`src/hdl/rtlpm_pkg.sv`:
```
`default_nettype none
package rtlpm_pkg;

  localparam int SLOTS_DEFAULT = 32;

  localparam logic [5:0]  MAX_LEN   = 6'd32;
  localparam logic [31:0] ALL_ONES  = 32'hFFFF_FFFF;
  localparam logic [31:0] AGE_RESET = 32'd1;
  localparam logic [5:0]  COUNT_SAT = 6'd63;

  localparam logic [3:0] PROTO_NONE   = 4'd0;
  localparam logic [3:0] PROTO_DIRECT = 4'd1;
  localparam logic [3:0] PROTO_STATIC = 4'd2;
  localparam logic [3:0] PROTO_BGP    = 4'd3;
  localparam logic [3:0] PROTO_EIGRP  = 4'd4;
  localparam logic [3:0] PROTO_OSPF   = 4'd5;
  localparam logic [3:0] PROTO_ISIS   = 4'd6;
  localparam logic [3:0] PROTO_RIP    = 4'd7;

  typedef enum logic [1:0] {
    FUNC_ADD    = 2'd0,
    FUNC_DEL    = 2'd1,
    FUNC_FLUSH  = 2'd2,
    FUNC_LOOKUP = 2'd3
  } func_e;

  typedef enum logic [1:0] {
    MODE_FIND,
    MODE_FLUSH,
    MODE_LOOK,
    MODE_TOUR
  } scan_mode_e;

  typedef enum logic [3:0] {
    ST_IDLE,
    ST_DISPATCH,
    ST_SCAN,
    ST_EVAL,
    ST_WRITE,
    ST_TOUR,
    ST_APPLY,
    ST_OUTER,
    ST_LOAD,
    ST_DONE
  } ctrl_state_e;

  typedef struct packed {
    logic [31:0] prefix;
    logic [5:0]  len;
    logic [3:0]  proto;
    logic [31:0] gateway;
    logic [7:0]  port;
    logic [31:0] cost;
    logic [31:0] age;
  } slot_t;

  localparam int SLOT_W = $bits(slot_t);

  typedef struct packed {
    logic       capture;
    logic       scan_start;
    scan_mode_e mode;
    logic       write;
    logic       del;
    logic       grp_req;
    logic       grp_rd;
    logic       rd_outer;
    logic       apply;
    logic       outer_clr;
    logic       outer_inc;
    logic       load_out;
    logic       out_err;
  } cmd_t;

  typedef struct packed {
    func_e func;
    logic  req_ok;
    logic  proto_ok;
    logic  scan_done;
    logic  found;
    logic  free_found;
    logic  outer_end;
    logic  outer_valid;
    logic  out_free;
  } stat_t;

  function automatic logic [31:0] len_mask(input logic [5:0] len);
    logic [31:0] m;
    if (len == 6'd0) begin
      m = '0;
    end else if (len >= MAX_LEN) begin
      m = ALL_ONES;
    end else begin
      m = ~(ALL_ONES >> len);
    end
    return m;
  endfunction

  function automatic logic [7:0] distance_of(input logic [3:0] proto);
    logic [7:0] d;
    case (proto)
      PROTO_DIRECT: d = 8'd0;
      PROTO_STATIC: d = 8'd1;
      PROTO_BGP:    d = 8'd20;
      PROTO_EIGRP:  d = 8'd90;
      PROTO_OSPF:   d = 8'd110;
      PROTO_ISIS:   d = 8'd115;
      PROTO_RIP:    d = 8'd120;
      default:      d = 8'd255;
    endcase
    return d;
  endfunction

endpackage
`default_nettype wire

```
`src/hdl/rtlpm_ctrl.sv`:
```
`default_nettype none
module rtlpm_ctrl import rtlpm_pkg::*; (
  input  wire logic  clk_i,
  input  wire logic  rst_ni,
  input  wire logic  in_valid_i,
  output logic       in_stall_o,
  input  wire stat_t stat_i,
  output cmd_t       cmd_o
);

  ctrl_state_e state_q, state_d;

  always_ff @(posedge clk_i or negedge rst_ni) begin
    if (!rst_ni) begin
      state_q <= ST_IDLE;
    end else begin
      state_q <= state_d;
    end
  end

  assign in_stall_o = (state_q != ST_IDLE);

  always_comb begin
    state_d = state_q;
    cmd_o   = '0;
    cmd_o.mode = MODE_FIND;
    unique case (state_q)
      ST_IDLE: begin
        if (in_valid_i) begin
          cmd_o.capture = 1'b1;
          state_d = ST_DISPATCH;
        end
      end
      ST_DISPATCH: begin
        unique case (stat_i.func)
          FUNC_ADD, FUNC_DEL: begin
            if (stat_i.req_ok) begin
              cmd_o.scan_start = 1'b1;
              cmd_o.mode = MODE_FIND;
              state_d = ST_SCAN;
            end else begin
              state_d = ST_DONE;
            end
          end
          FUNC_FLUSH: begin
            if (stat_i.proto_ok) begin
              cmd_o.scan_start = 1'b1;
              cmd_o.mode = MODE_FLUSH;
              state_d = ST_SCAN;
            end else begin
              state_d = ST_DONE;
            end
          end
          FUNC_LOOKUP: begin
            cmd_o.scan_start = 1'b1;
            cmd_o.mode = MODE_LOOK;
            state_d = ST_SCAN;
          end
        endcase
      end
      ST_SCAN: begin
        if (stat_i.scan_done) begin
          unique case (stat_i.func)
            FUNC_ADD, FUNC_DEL: state_d = ST_EVAL;
            FUNC_FLUSH: begin
              cmd_o.outer_clr = 1'b1;
              state_d = ST_OUTER;
            end
            FUNC_LOOKUP: state_d = ST_DONE;
          endcase
        end
      end
      ST_EVAL: begin
        if (stat_i.func == FUNC_ADD) begin
          if (stat_i.found || stat_i.free_found) begin
            state_d = ST_WRITE;
          end else begin
            state_d = ST_DONE;
          end
        end else if (stat_i.found) begin
          cmd_o.del        = 1'b1;
          cmd_o.grp_req    = 1'b1;
          cmd_o.scan_start = 1'b1;
          cmd_o.mode       = MODE_TOUR;
          state_d = ST_TOUR;
        end else begin
          state_d = ST_DONE;
        end
      end
      ST_WRITE: begin
        cmd_o.write      = 1'b1;
        cmd_o.grp_req    = 1'b1;
        cmd_o.scan_start = 1'b1;
        cmd_o.mode       = MODE_TOUR;
        state_d = ST_TOUR;
      end
      ST_TOUR: begin
        if (stat_i.scan_done) begin
          state_d = ST_APPLY;
        end
      end
      ST_APPLY: begin
        cmd_o.apply = 1'b1;
        if (stat_i.func == FUNC_FLUSH) begin
          cmd_o.outer_inc = 1'b1;
          state_d = ST_OUTER;
        end else begin
          state_d = ST_DONE;
        end
      end
      ST_OUTER: begin
        if (stat_i.outer_end) begin
          state_d = ST_DONE;
        end else if (stat_i.outer_valid) begin
          cmd_o.rd_outer = 1'b1;
          state_d = ST_LOAD;
        end else begin
          cmd_o.outer_inc = 1'b1;
        end
      end
      ST_LOAD: begin
        cmd_o.grp_rd     = 1'b1;
        cmd_o.scan_start = 1'b1;
        cmd_o.mode       = MODE_TOUR;
        state_d = ST_TOUR;
      end
      ST_DONE: begin
        // error unless the operation actually went through
        unique case (stat_i.func)
          FUNC_ADD:    cmd_o.out_err = !(stat_i.req_ok &&
                                         (stat_i.found || stat_i.free_found));
          FUNC_DEL:    cmd_o.out_err = !(stat_i.req_ok && stat_i.found);
          FUNC_FLUSH:  cmd_o.out_err = !stat_i.proto_ok;
          FUNC_LOOKUP: cmd_o.out_err = 1'b0;
        endcase
        if (stat_i.out_free) begin
          cmd_o.load_out = 1'b1;
          state_d = ST_IDLE;
        end
      end
      default: state_d = ST_IDLE;
    endcase
  end

endmodule
`default_nettype wire

```
`config.mk`:
```
export PLATFORM = sky130hd
export DESIGN_NAME = rtlpm_ctrl
export DESIGN_NICKNAME = d
export VERILOG_FILES = /design/src/hdl/rtlpm_pkg.sv /design/src/hdl/rtlpm_ctrl.sv
export SDC_FILE = /design/constraint.sdc
export NUM_CORES = 1
export LEC_CHECK = 0
export BUFFER_PORTS_ARGS = -buffer_cell sky130_fd_sc_hd__buf_2
export CORE_MARGIN = 5
export CORE_UTILIZATION = 36
export CTS_BUF_LIST = sky130_fd_sc_hd__clkbuf_2 sky130_fd_sc_hd__clkbuf_4 sky130_fd_sc_hd__clkbuf_8
export CTS_CLUSTER_DIAMETER = 30
export DETAILED_ROUTE_END_ITERATION = 8
export GPL_TIMING_DRIVEN = 0
export PLACE_DENSITY = 0.69
export SLEW_MARGIN = 20
export SYNTH_ARGS = -nofsm -noshare
export SYNTH_HDL_FRONTEND = slang
export SYNTH_SLANG_ARGS = --single-unit
```
`constraint.sdc`:
```
create_clock -name clk_i -period 1.9 [get_ports clk_i]
set_input_delay 0.19 -clock clk_i [delete_from_list [all_inputs] [get_ports clk_i]]
set_output_delay 0.19 -clock clk_i [all_outputs]
set_load 0.01 [all_outputs]
```
; ---- Yosys cells after proc, flatten, opt, wreduce, memory -nomap -nowiden
; Index checks and enable logic that the tools add are counted.
[op_classes]
reduce_logical = 12
mux = 42
eq_ne = 17
[op_table]
columns = operator, n
row1 = two-way mux 4 bit, 12
row2 = one-hot mux 4 bit (9 select lines), 1
row3 = one-hot mux 4 bit (3 select lines), 2
row4 = one-hot mux 3 bit (3 select lines), 2
row5 = equality test 4 x 3 -> 1 bit (second input constant), 4
row6 = two-way mux 1 bit, 15
row7 = two-way mux 3 bit, 4
row8 = equality test 4 x 2 -> 1 bit (second input constant), 2
row9 = equality test 4 bit (second input constant), 2
row10 = inequality test 2 bit (second input constant), 4
row11 = two-way mux 2 bit, 3
row12 = AND reduction 5 bit, 1
row13 = equality test 2 bit (second input constant), 2
row14 = equality test 4 x 1 -> 1 bit (second input constant), 1
row15 = zero test 4 bit, 1
row16 = one-hot mux 1 bit (2 select lines), 2
row17 = one-hot mux 1 bit (4 select lines), 1
row18 = nonzero test 4 bit, 1
row19 = OR reduction 2 bit, 2
row20 = zero test 1 bit, 3
row21 = inequality test 3 bit (second input constant), 1
row22 = equality test 2 x 1 -> 1 bit (second input constant), 1
row23 = logical AND 1 bit, 2
row24 = zero test 2 bit, 1
row25 = logical OR 1 bit, 1
[word_totals]
regBits = 4
out_inout_bits = 15

; ---- Longest topological paths before layout
; Gate-level depths: netlist of the first run.
[logic_depth]
depth_word = 5
depth_mapped = 6
depth_no_buf = 4

; ---- Worst setup path after synthesis of the first run
; No wires, ideal clock.
[synth_path]
path_kind = reg2reg
from = register state_q[3]
to = register state_q[2]
path_slack_ns = 0.285
setup_time_ns = 0.128
t_arrival_ns = 1.487
stages_incl_launch_ff = 5
path_cell_list = dfrtp_1 -> or4b_1 -> a2bb2oi_1 -> nand3_2 -> mux2_1
[synth_via]
elab_chain_cells = 3
[synth_lines]
columns = element, line
row1 = from (decl), rtlpm_ctrl.sv:11  ; ctrl_state_e state_q, state_d;
row2 = from (signal assigned), rtlpm_ctrl.sv:17  ; state_q <= state_d;
row3 = equality test 4 bit (tied with other cells), rtlpm_ctrl.sv:27  ; unique case (state_q)
row4 = OR reduction 2 bit (no source line) (tied with other cells), -
row5 = one-hot mux 4 bit (9 select lines) / AND reduction 5 bit (equally long branches), -
; Parallel ways exist; a longest one is shown, timed or not.
; A chain may end at the register's enable or synchronous reset.

==> results of run 1 <==
==> layout by cell type (no fill, tap or decap), types with 4 or more instances in the layout <==
cell,instances
sky130_fd_sc_hd__a21oi_1,4
sky130_fd_sc_hd__o21ai_0,7
sky130_fd_sc_hd__nand2_1,4
sky130_fd_sc_hd__nor3b_1,4
sky130_fd_sc_hd__nor2b_1,5
sky130_fd_sc_hd__nor2_1,8
sky130_fd_sc_hd__buf_4,7
sky130_fd_sc_hd__nor3_1,5
sky130_fd_sc_hd__nand2b_1,6
sky130_fd_sc_hd__buf_2,29
==> worst max-delay path by stage <==
stage,from,to,slack (ns),cells after the start
floorplan,state_q[3]$_DFFE_PN0P_,state_q[2]$_DFFE_PN0P_,0.29,4
global placement,state_q[3]$_DFFE_PN0P_,cmd_o[11],0.12,5
detailed placement,state_q[3]$_DFFE_PN0P_,cmd_o[11],0.04,5
CTS,state_q[3]$_DFFE_PN0P_,cmd_o[2],0.01,4
global route,state_q[3]$_DFFE_PN0P_,cmd_o[2],-0.06,4
finish,state_q[3]$_DFFE_PN0P_,cmd_o[2],0.04,4
==> power groups by stage <==
stage	Combinational [W]	Clock [W]	Sequential [W]
after floorplan	0.000650	0	0.000145
after global placement	0.000864	0	0.000154
after detailed placement	0.000886	0	0.000153
after CTS	0.000873	0.0000988	0.000171
after global routing	0.00106	0.000109	0.000181
final	0.000977	0.0000976	0.000175
==> cell usage after synthesis, drive strengths merged (2+ instances only) <==
library cell / number
o21ai: 10
mux2: 2
or2: 3
nor2: 8
inv: 3
nor3: 5
a2bb2oi: 2
nor2b: 5
nor4b: 3
buf: 4
nand2: 4
nand2b: 6
clkbuf: 3
a211oi: 2
nand3: 2
dfrtp: 4
nor3b: 5
nand4: 2
a21oi: 4
==> layout make-up <==
| class | instances | share of cell area [%] |
|---|---|---|
| multi-input cells | 83 | 57.7 |
| well taps | 27 | 3.50 |
| clock buffers | 3 | 2.33 |
| flip-flops and latches | 4 | 10.6 |
| repair buffers | 35 | 20.5 |
| plain buffers | 6 | 4.15 |
| inverters | 3 | 1.17 |
==> per-layer routing <==
layer	vias to the layer above	GRT usage (%)	wire length, µm
li1	440	-	-
met1	418	18.9	964
met2	24	27.4	1080
met3	2	2.22	135
met4	0	2.49	8
met5	-	0	0
==> what timing repair did <==
item                       4_1_cts  5_1_grt
hold endpoints to repair         4        0
cloned                           0        0
hold buffers                     1        0
setup endpoints to repair        6        6
buffers inserted                 0        7
pin swaps                        0        4
resized for setup                2        6
==> metrics by stage <==
step                utilization (%)  hold WS, ns  power [W]  setup slack [ns]
finish                         50.7        0.219    0.00125            0.0362
global route                   50.7        0.217    0.00135           -0.0570
CTS                            47.4        0.215    0.00114            0.0139
detailed placement             45.5     -0.00490    0.00104            0.0379
global placement               45.5     -0.00803    0.00102             0.115
floorplan                         -       -0.106   0.000795             0.285
==> cell families (layout without fill, tap and decap cells) <==
kind of cell,Yosys count,in the layout,synth area share (%)
muxes,2,2,3.23
AOI/OAI and AO/OA,28,28,27.7
DFF,4,4,14.4
and+or+nand+nor,53,53,46.9
buffers and inverters,10,47,7.90
==> results.md, run 1 <==
* Number of buffers on the longest clock path at 2
* Final WL at 2.19 mm
* Count of max-cap constraint violations at 0
* Later-pin clock latency in the skew report at 0.22 ns
* Endpoint type of the worst setup path: output pin
* Switching fraction of total power at 48.0%
* Cell area after technology mapping at approximately 700 µm²
* Global-route wire length before repair at 3.39 mm
* Worst hold path depth at 2
* Antenna Cells at 0
* Die span in x at 54 µm
* Min-Delay Startpoint: stat_i[0]
* Max reg flops at 4
* Reg area at 103 µm²
* Initial cell density of the core at 36.6%
* Growth of design area from synthesis to finish at 38.4%
* Crit path required time at 1.71 ns
* Longest individual stage delay on the worst path at 0.53 ns
* FF+latch count, synth at 4
* Maximum clock frequency at 0.537 GHz
* Worst-case headroom to the max-slew limit at 73.4%
* Area of the core at 1900 µm²
* DRT antenna net count at 0
* Arrival time reported for the critical path endpoint at 1.67 ns
* Launching element type of the critical path: register
* Internal power contribution at ~0.00065 W
* Largest regs: state_q: 4 flops
* Area after detailed placement at 866 µm²
* Number of clock sinks at 4
* Register area share after synthesis at approximately 14%
* Kind of path behind the tightest hold check: in2reg
* Pin count of the biggest net entering global routing at 15
* Count of flip-flops with a built-in enable after synthesis at 0
* I/O pin total at 28
* Synthesized area per cell at approximately 7.2 µm²
* Part of the power in the clock network at between 7 and 8%
* # port buffers at 27
* Full die area at 2920 µm²
* Worst voltage drop across the vdd grid at 0.522 mV
* Psw at between 0.0005 and 0.0006 W
* DRC violation count after routing at 0
* Post-Syn Nets at 110
* Count of standard-cell rows at 16
* Final worst path period need at 1.86 ns
* Setup-violating endpoint count in the final report at 0
* Share of the synthesized area in the top cell type at 14.4%
* Unrepaired setup endpoints after global routing: true
* Total power density per cell area at 1290 nW/µm²
* Worst Clk Skew at 0.000338 ns
* Critical path fanouts, max at 8
* Post-synth top flop: sky130_fd_sc_hd__dfrtp_1
* H-Tree Level Count at 1
* Filler-free cell count of the finished design at 161
* Area of the multi-input gates at between 500 and 600 µm²
* Worst r2r src: state_q[3]$_DFFE_PN0P_
* Ordered list of cells on the worst path: or4b_4, or2_1, o21ai_1, buf_2
* Reg with most FFs: state_q
* Via count of the routed design at roughly 880
* First-iteration detailed-routing DRC count at 18
* Cell count after synthesis at 97
* Asr flop ratio synth at 100%
* Clock transition at the register clock pins on the worst setup and hold paths after CTS at roughly 0.030 ns
* Via/cell ratio at roughly 5.5
* Cell type group with the largest total delay on the critical path: simple AND/OR/NAND/NOR gates
* Final hold violation count at 0
* Run status: completed
* Placed wire-length estimate at ~1.6 mm
* Slew at the pin closest to its max-slew limit at 0.389 ns
* Number of cells traversed by the worst register-to-register path at 4
* Cells after DPL at approximately 150
* Residual overflow from global routing at 0
* Ranking of synthesized cells by area: sky130_fd_sc_hd__dfrtp_1 (14%), sky130_fd_sc_hd__o21ai_0 (6.5%), sky130_fd_sc_hd__nand2b_1 (5.4%)
* Count of cell types in the netlist at 44
* Clock tree from TritonCTS: yes
* Final instance area at 965 µm²
* GRT Resource Usage Total at 15.1%
* Cell type contributing the most total cell area after synthesis: sky130_fd_sc_hd__dfrtp_1
* Yosys synthesis warning count at 0
* End of the worst hold path: state_q[3]$_DFFE_PN0P_
* Via count of the first global-routing pass at slightly above 800
* Max Transition Viols Final at 0
* Routed wire length per instance at 13.6 µm
* RD Place Congestion at 0.896
* Inserted Clock Buffers at 3
* Number of antenna violations at the first check in global routing at 0
* Leakage dissipation at 0.457 nW
* Fill cell count at roughly 190
* Clock root buffer master: sky130_fd_sc_hd__clkbuf_4
* Slowest library cell on the worst path: sky130_fd_sc_hd__or4b_4
* Count of buffer and inverter cells on the critical path at 1
* Reg power frac at 14.0%
* Fin crit share at a little over nine tenths
* Total negative slack for setup checks at 0 ns
* Router iterations before antenna repair at 4
* End of the worst register-to-register path: state_q[2]$_DFFE_PN0P_
* Worst setup path category: reg2out
* Layout cells sized above 1 at a little under two fifths
* Fin nets at 149
* R2R setup slack at about 0.18 ns
* Die Y at about 54 µm
* Combinational group share of total power at around 80%
Note: power is estimated with default switching activity, not from simulation.
==> run 2: changes to the inputs <==
--- a/config.mk
+++ b/config.mk
@@ -5,14 +5,13 @@
 export SDC_FILE = /design/constraint.sdc
 export NUM_CORES = 1
 export LEC_CHECK = 0
-export BUFFER_PORTS_ARGS = -buffer_cell sky130_fd_sc_hd__buf_2
-export CORE_MARGIN = 5
 export CORE_UTILIZATION = 36
 export CTS_BUF_LIST = sky130_fd_sc_hd__clkbuf_2 sky130_fd_sc_hd__clkbuf_4 sky130_fd_sc_hd__clkbuf_8
 export CTS_CLUSTER_DIAMETER = 30
 export DETAILED_ROUTE_END_ITERATION = 8
+export DONT_BUFFER_PORTS = 1
 export GPL_TIMING_DRIVEN = 0
-export PLACE_DENSITY = 0.69
+export PLACE_DENSITY = 0.57
 export SLEW_MARGIN = 20
 export SYNTH_ARGS = -nofsm -noshare
 export SYNTH_HDL_FRONTEND = slang
==> results.md, run 2 (synthesis results as in run 1) <==
* Clock transition at the register clock pins on the worst setup and hold paths after CTS at 0.05 ns (+0.02 ns)
* Worst setup path category: reg2out
* Setup-violating endpoint count in the final report at 0 (unchanged)
* Number of buffers on the longest clock path at 2 (unchanged)
* Count of max-cap constraint violations at 0 (unchanged)
* Residual overflow from global routing at 0 (unchanged)
* Fin crit share at 97.5% (-0.62 points)
* Area of the core at 1760 µm² (-7.2%)
* Arrival time reported for the critical path endpoint at 1.66 ns (about the same)
* Clock root buffer master: sky130_fd_sc_hd__clkbuf_4
* Area of the multi-input gates at 567 µm² (+1.8%)
* I/O pin total at 28 (unchanged)
* Growth of design area from synthesis to finish at 13.3%
* Number of clock sinks at 4 (unchanged)
* H-Tree Level Count at 1 (unchanged)
* Leakage dissipation at 0.309 nW (-32%)
* Setup slack at placement at 0.117 ns (+0.0787 ns)
* Slew at the pin closest to its max-slew limit at 0.580 ns (+0.191 ns)
* Worst voltage drop across the vdd grid at 0.473 mV (-9.4%)
* Top library cells by usage in the layout, fill and taps aside: sky130_fd_sc_hd__nor2_1 (8), sky130_fd_sc_hd__nand2b_1 (6), sky130_fd_sc_hd__o21ai_0 (6)
* Count of standard-cell rows at 15 (-1)
* # port buffers at 0 (-100%)
* Total power density per cell area at 1400 nW/µm² (+8.4%)
* Via count of the first global-routing pass at 667 (-17%)
* Post-CTS Setup Bufs at 0 (unchanged)
* Number of antenna violations at the first check in global routing at 0 (unchanged)
* Endpoint type of the worst setup path: output pin
* Final hold violation count at 0 (unchanged)
* Full die area at 2120 µm² (-27%)
* Final worst path period need at 1.85 ns (-0.0119 ns)
* Share of the core filled with cells in the final layout at 44.8% (-6.0 points)
* Max reg flops at 4 (unchanged)
* Routed wire length per instance at 15.3 µm (+12%)
* Reg area at 101 µm² (-1.2%)
* Longest individual stage delay on the worst path at 0.55 ns (+0.02 ns)
* Filler-free cell count of the finished design at 126 (-22%)
* Via count of the routed design at 765 (-13%)
* Slowest library cell on the worst path: sky130_fd_sc_hd__or4b_1
* Total negative slack for setup checks at 0 ns (unchanged)
* First-iteration detailed-routing DRC count at 20 (+2)
* Die span in x at 46 µm (-15%)
* Launching element type of the critical path: register
* Cells after DPL at 122 (-19%)
* Fill cell count at 204 (+6.8%)
* Antenna Cells at 0 (unchanged)
* Layout cells sized above 1 at 19.8% (-18 points)
* DRC violation count after routing at 0 (unchanged)
* Fin nets at 116 (-22%)
* Grt met3 use at 4.76% (+2.5 points)
* DRT antenna net count at 0 (unchanged)
* GRT Resource Usage Total at 20.7% (+5.6 points)
* Reg with most FFs: state_q
* Run status: completed
* Worst Clk Skew at 0.0152 ns (+0.0148 ns)
* Via/cell ratio at 6.07 (+11%)
* Worst slack on hold paths at 0.0416 ns (-0.178 ns)
* Maximum clock frequency at 0.540 GHz (+0.64%)
* Later-pin clock latency in the skew report at 0.25 ns (+0.03 ns)
* Router iterations before antenna repair at 4 (unchanged)
* Met2 routing resource usage after global routing at 28.7% (+1.3 points)
* Worst-case headroom to the max-slew limit at 60.8% (-13 points)
* Worst Slack Setup Final at 0.0481 ns (+0.0119 ns)
* GR peak layer: met1
* Critical path fanouts, max at 9 (+1)
* Largest regs: state_q: 4 flops
* Max Transition Viols Final at 0 (unchanged)
* M1 GR Usage at 29.1% (+10 points)
* Crit path required time at 1.71 ns (about the same)
* Clock tree from TritonCTS: yes
* Inserted Clock Buffers at 3 (unchanged)
* Placed wire-length estimate at 1.44 mm (-10%)
* Final WL at 1.93 mm (-12%)
* Initial cell density of the core at 39.5% (+2.9 points)
* R2R setup slack at 0.17 ns (about the same)
* Kind of path behind the tightest hold check: in2reg
* Commonest non-fill, non-tap cell in the layout: sky130_fd_sc_hd__nor2_1
* Pin count of the biggest net entering global routing at 11 (-4)
* RD Place Congestion at 0.780 (-13%)
* Die Y at 46 µm (-15%)
* Global-route wire length before repair at 3.08 mm (-9.1%)
* Ordered list of cells on the worst path: or4b_1, or2_0, o21ai_2
-- run 2: path summary, 6_finish.rpt --
kind / from / end / depth (start not counted)
hold / removal: stat_i[0] / state_q[3]$_DFFE_PN0P_ / 1
max in group asynchronous: rst_ni / state_q[0]$_DFFE_PN0P_ / 1
hold reg to reg: state_q[3]$_DFFE_PN0P_ / state_q[1]$_DFFE_PN0P_ / 2
setup / recovery: state_q[3]$_DFFE_PN0P_ / cmd_o[2] / 3
min in group asynchronous: rst_ni / state_q[2]$_DFFE_PN0P_ / 1
setup reg to reg: state_q[3]$_DFFE_PN0P_ / state_q[2]$_DFFE_PN0P_ / 4
-- run 2: timing repair --
| action | in CTS | in global routing |
|---|---|---|
| resized for setup | 3 | 10 |
| setup endpoints to repair | 6 | 7 |
| endpoints found under the hold margin | 4 | 0 |
| hold buffers | 1 | 0 |
-- run 2: critical path: cells and delay by family (launching register included) --
family,cells,cell delay [ns]
compound gates,1,0.11
flops,1,0.45
simple gates,2,0.84
-- run 2: power breakdown --
group | switching (W) | internal, W | total (W) | leakage [nW]
Combinational | 0.000496 | 0.000343 | 0.000840 | 0.246
Sequential | 0.0000299 | 0.000124 | 0.000154 | 0.0492
Clock | 0.0000439 | 0.0000712 | 0.000115 | 0.0138
Total | 0.000570 | 0.000538 | 0.00111 | 0.309
-- run 2: layout make-up --
class | count | share of cell area (%)
clock buffers | 3 | 2.85
multi-input cells | 83 | 71.8
flip-flops and latches | 4 | 12.8
well taps | 25 | 3.96
plain buffers | 7 | 5.86
inverters | 3 | 1.43
repair buffers | 1 | 1.27
-- run 2: metrics by stage --
stage | total power, W | cell area (µm²)
6_report | 0.00111 | 790
3_5_place_dp | 0.000936 | 728
5_1_grt | 0.00122 | 790
2_1_floorplan | 0.000795 | 697
4_1_cts | 0.00107 | 767
3_3_place_gp | 0.000935 | 728
-- run 2: routing by layer --
layer  share of wire, %  routed length [µm]
met2                 46                 885
met1                 47                 913
met5                  0                   0
met3                4.6                  88
met4                2.0                  39
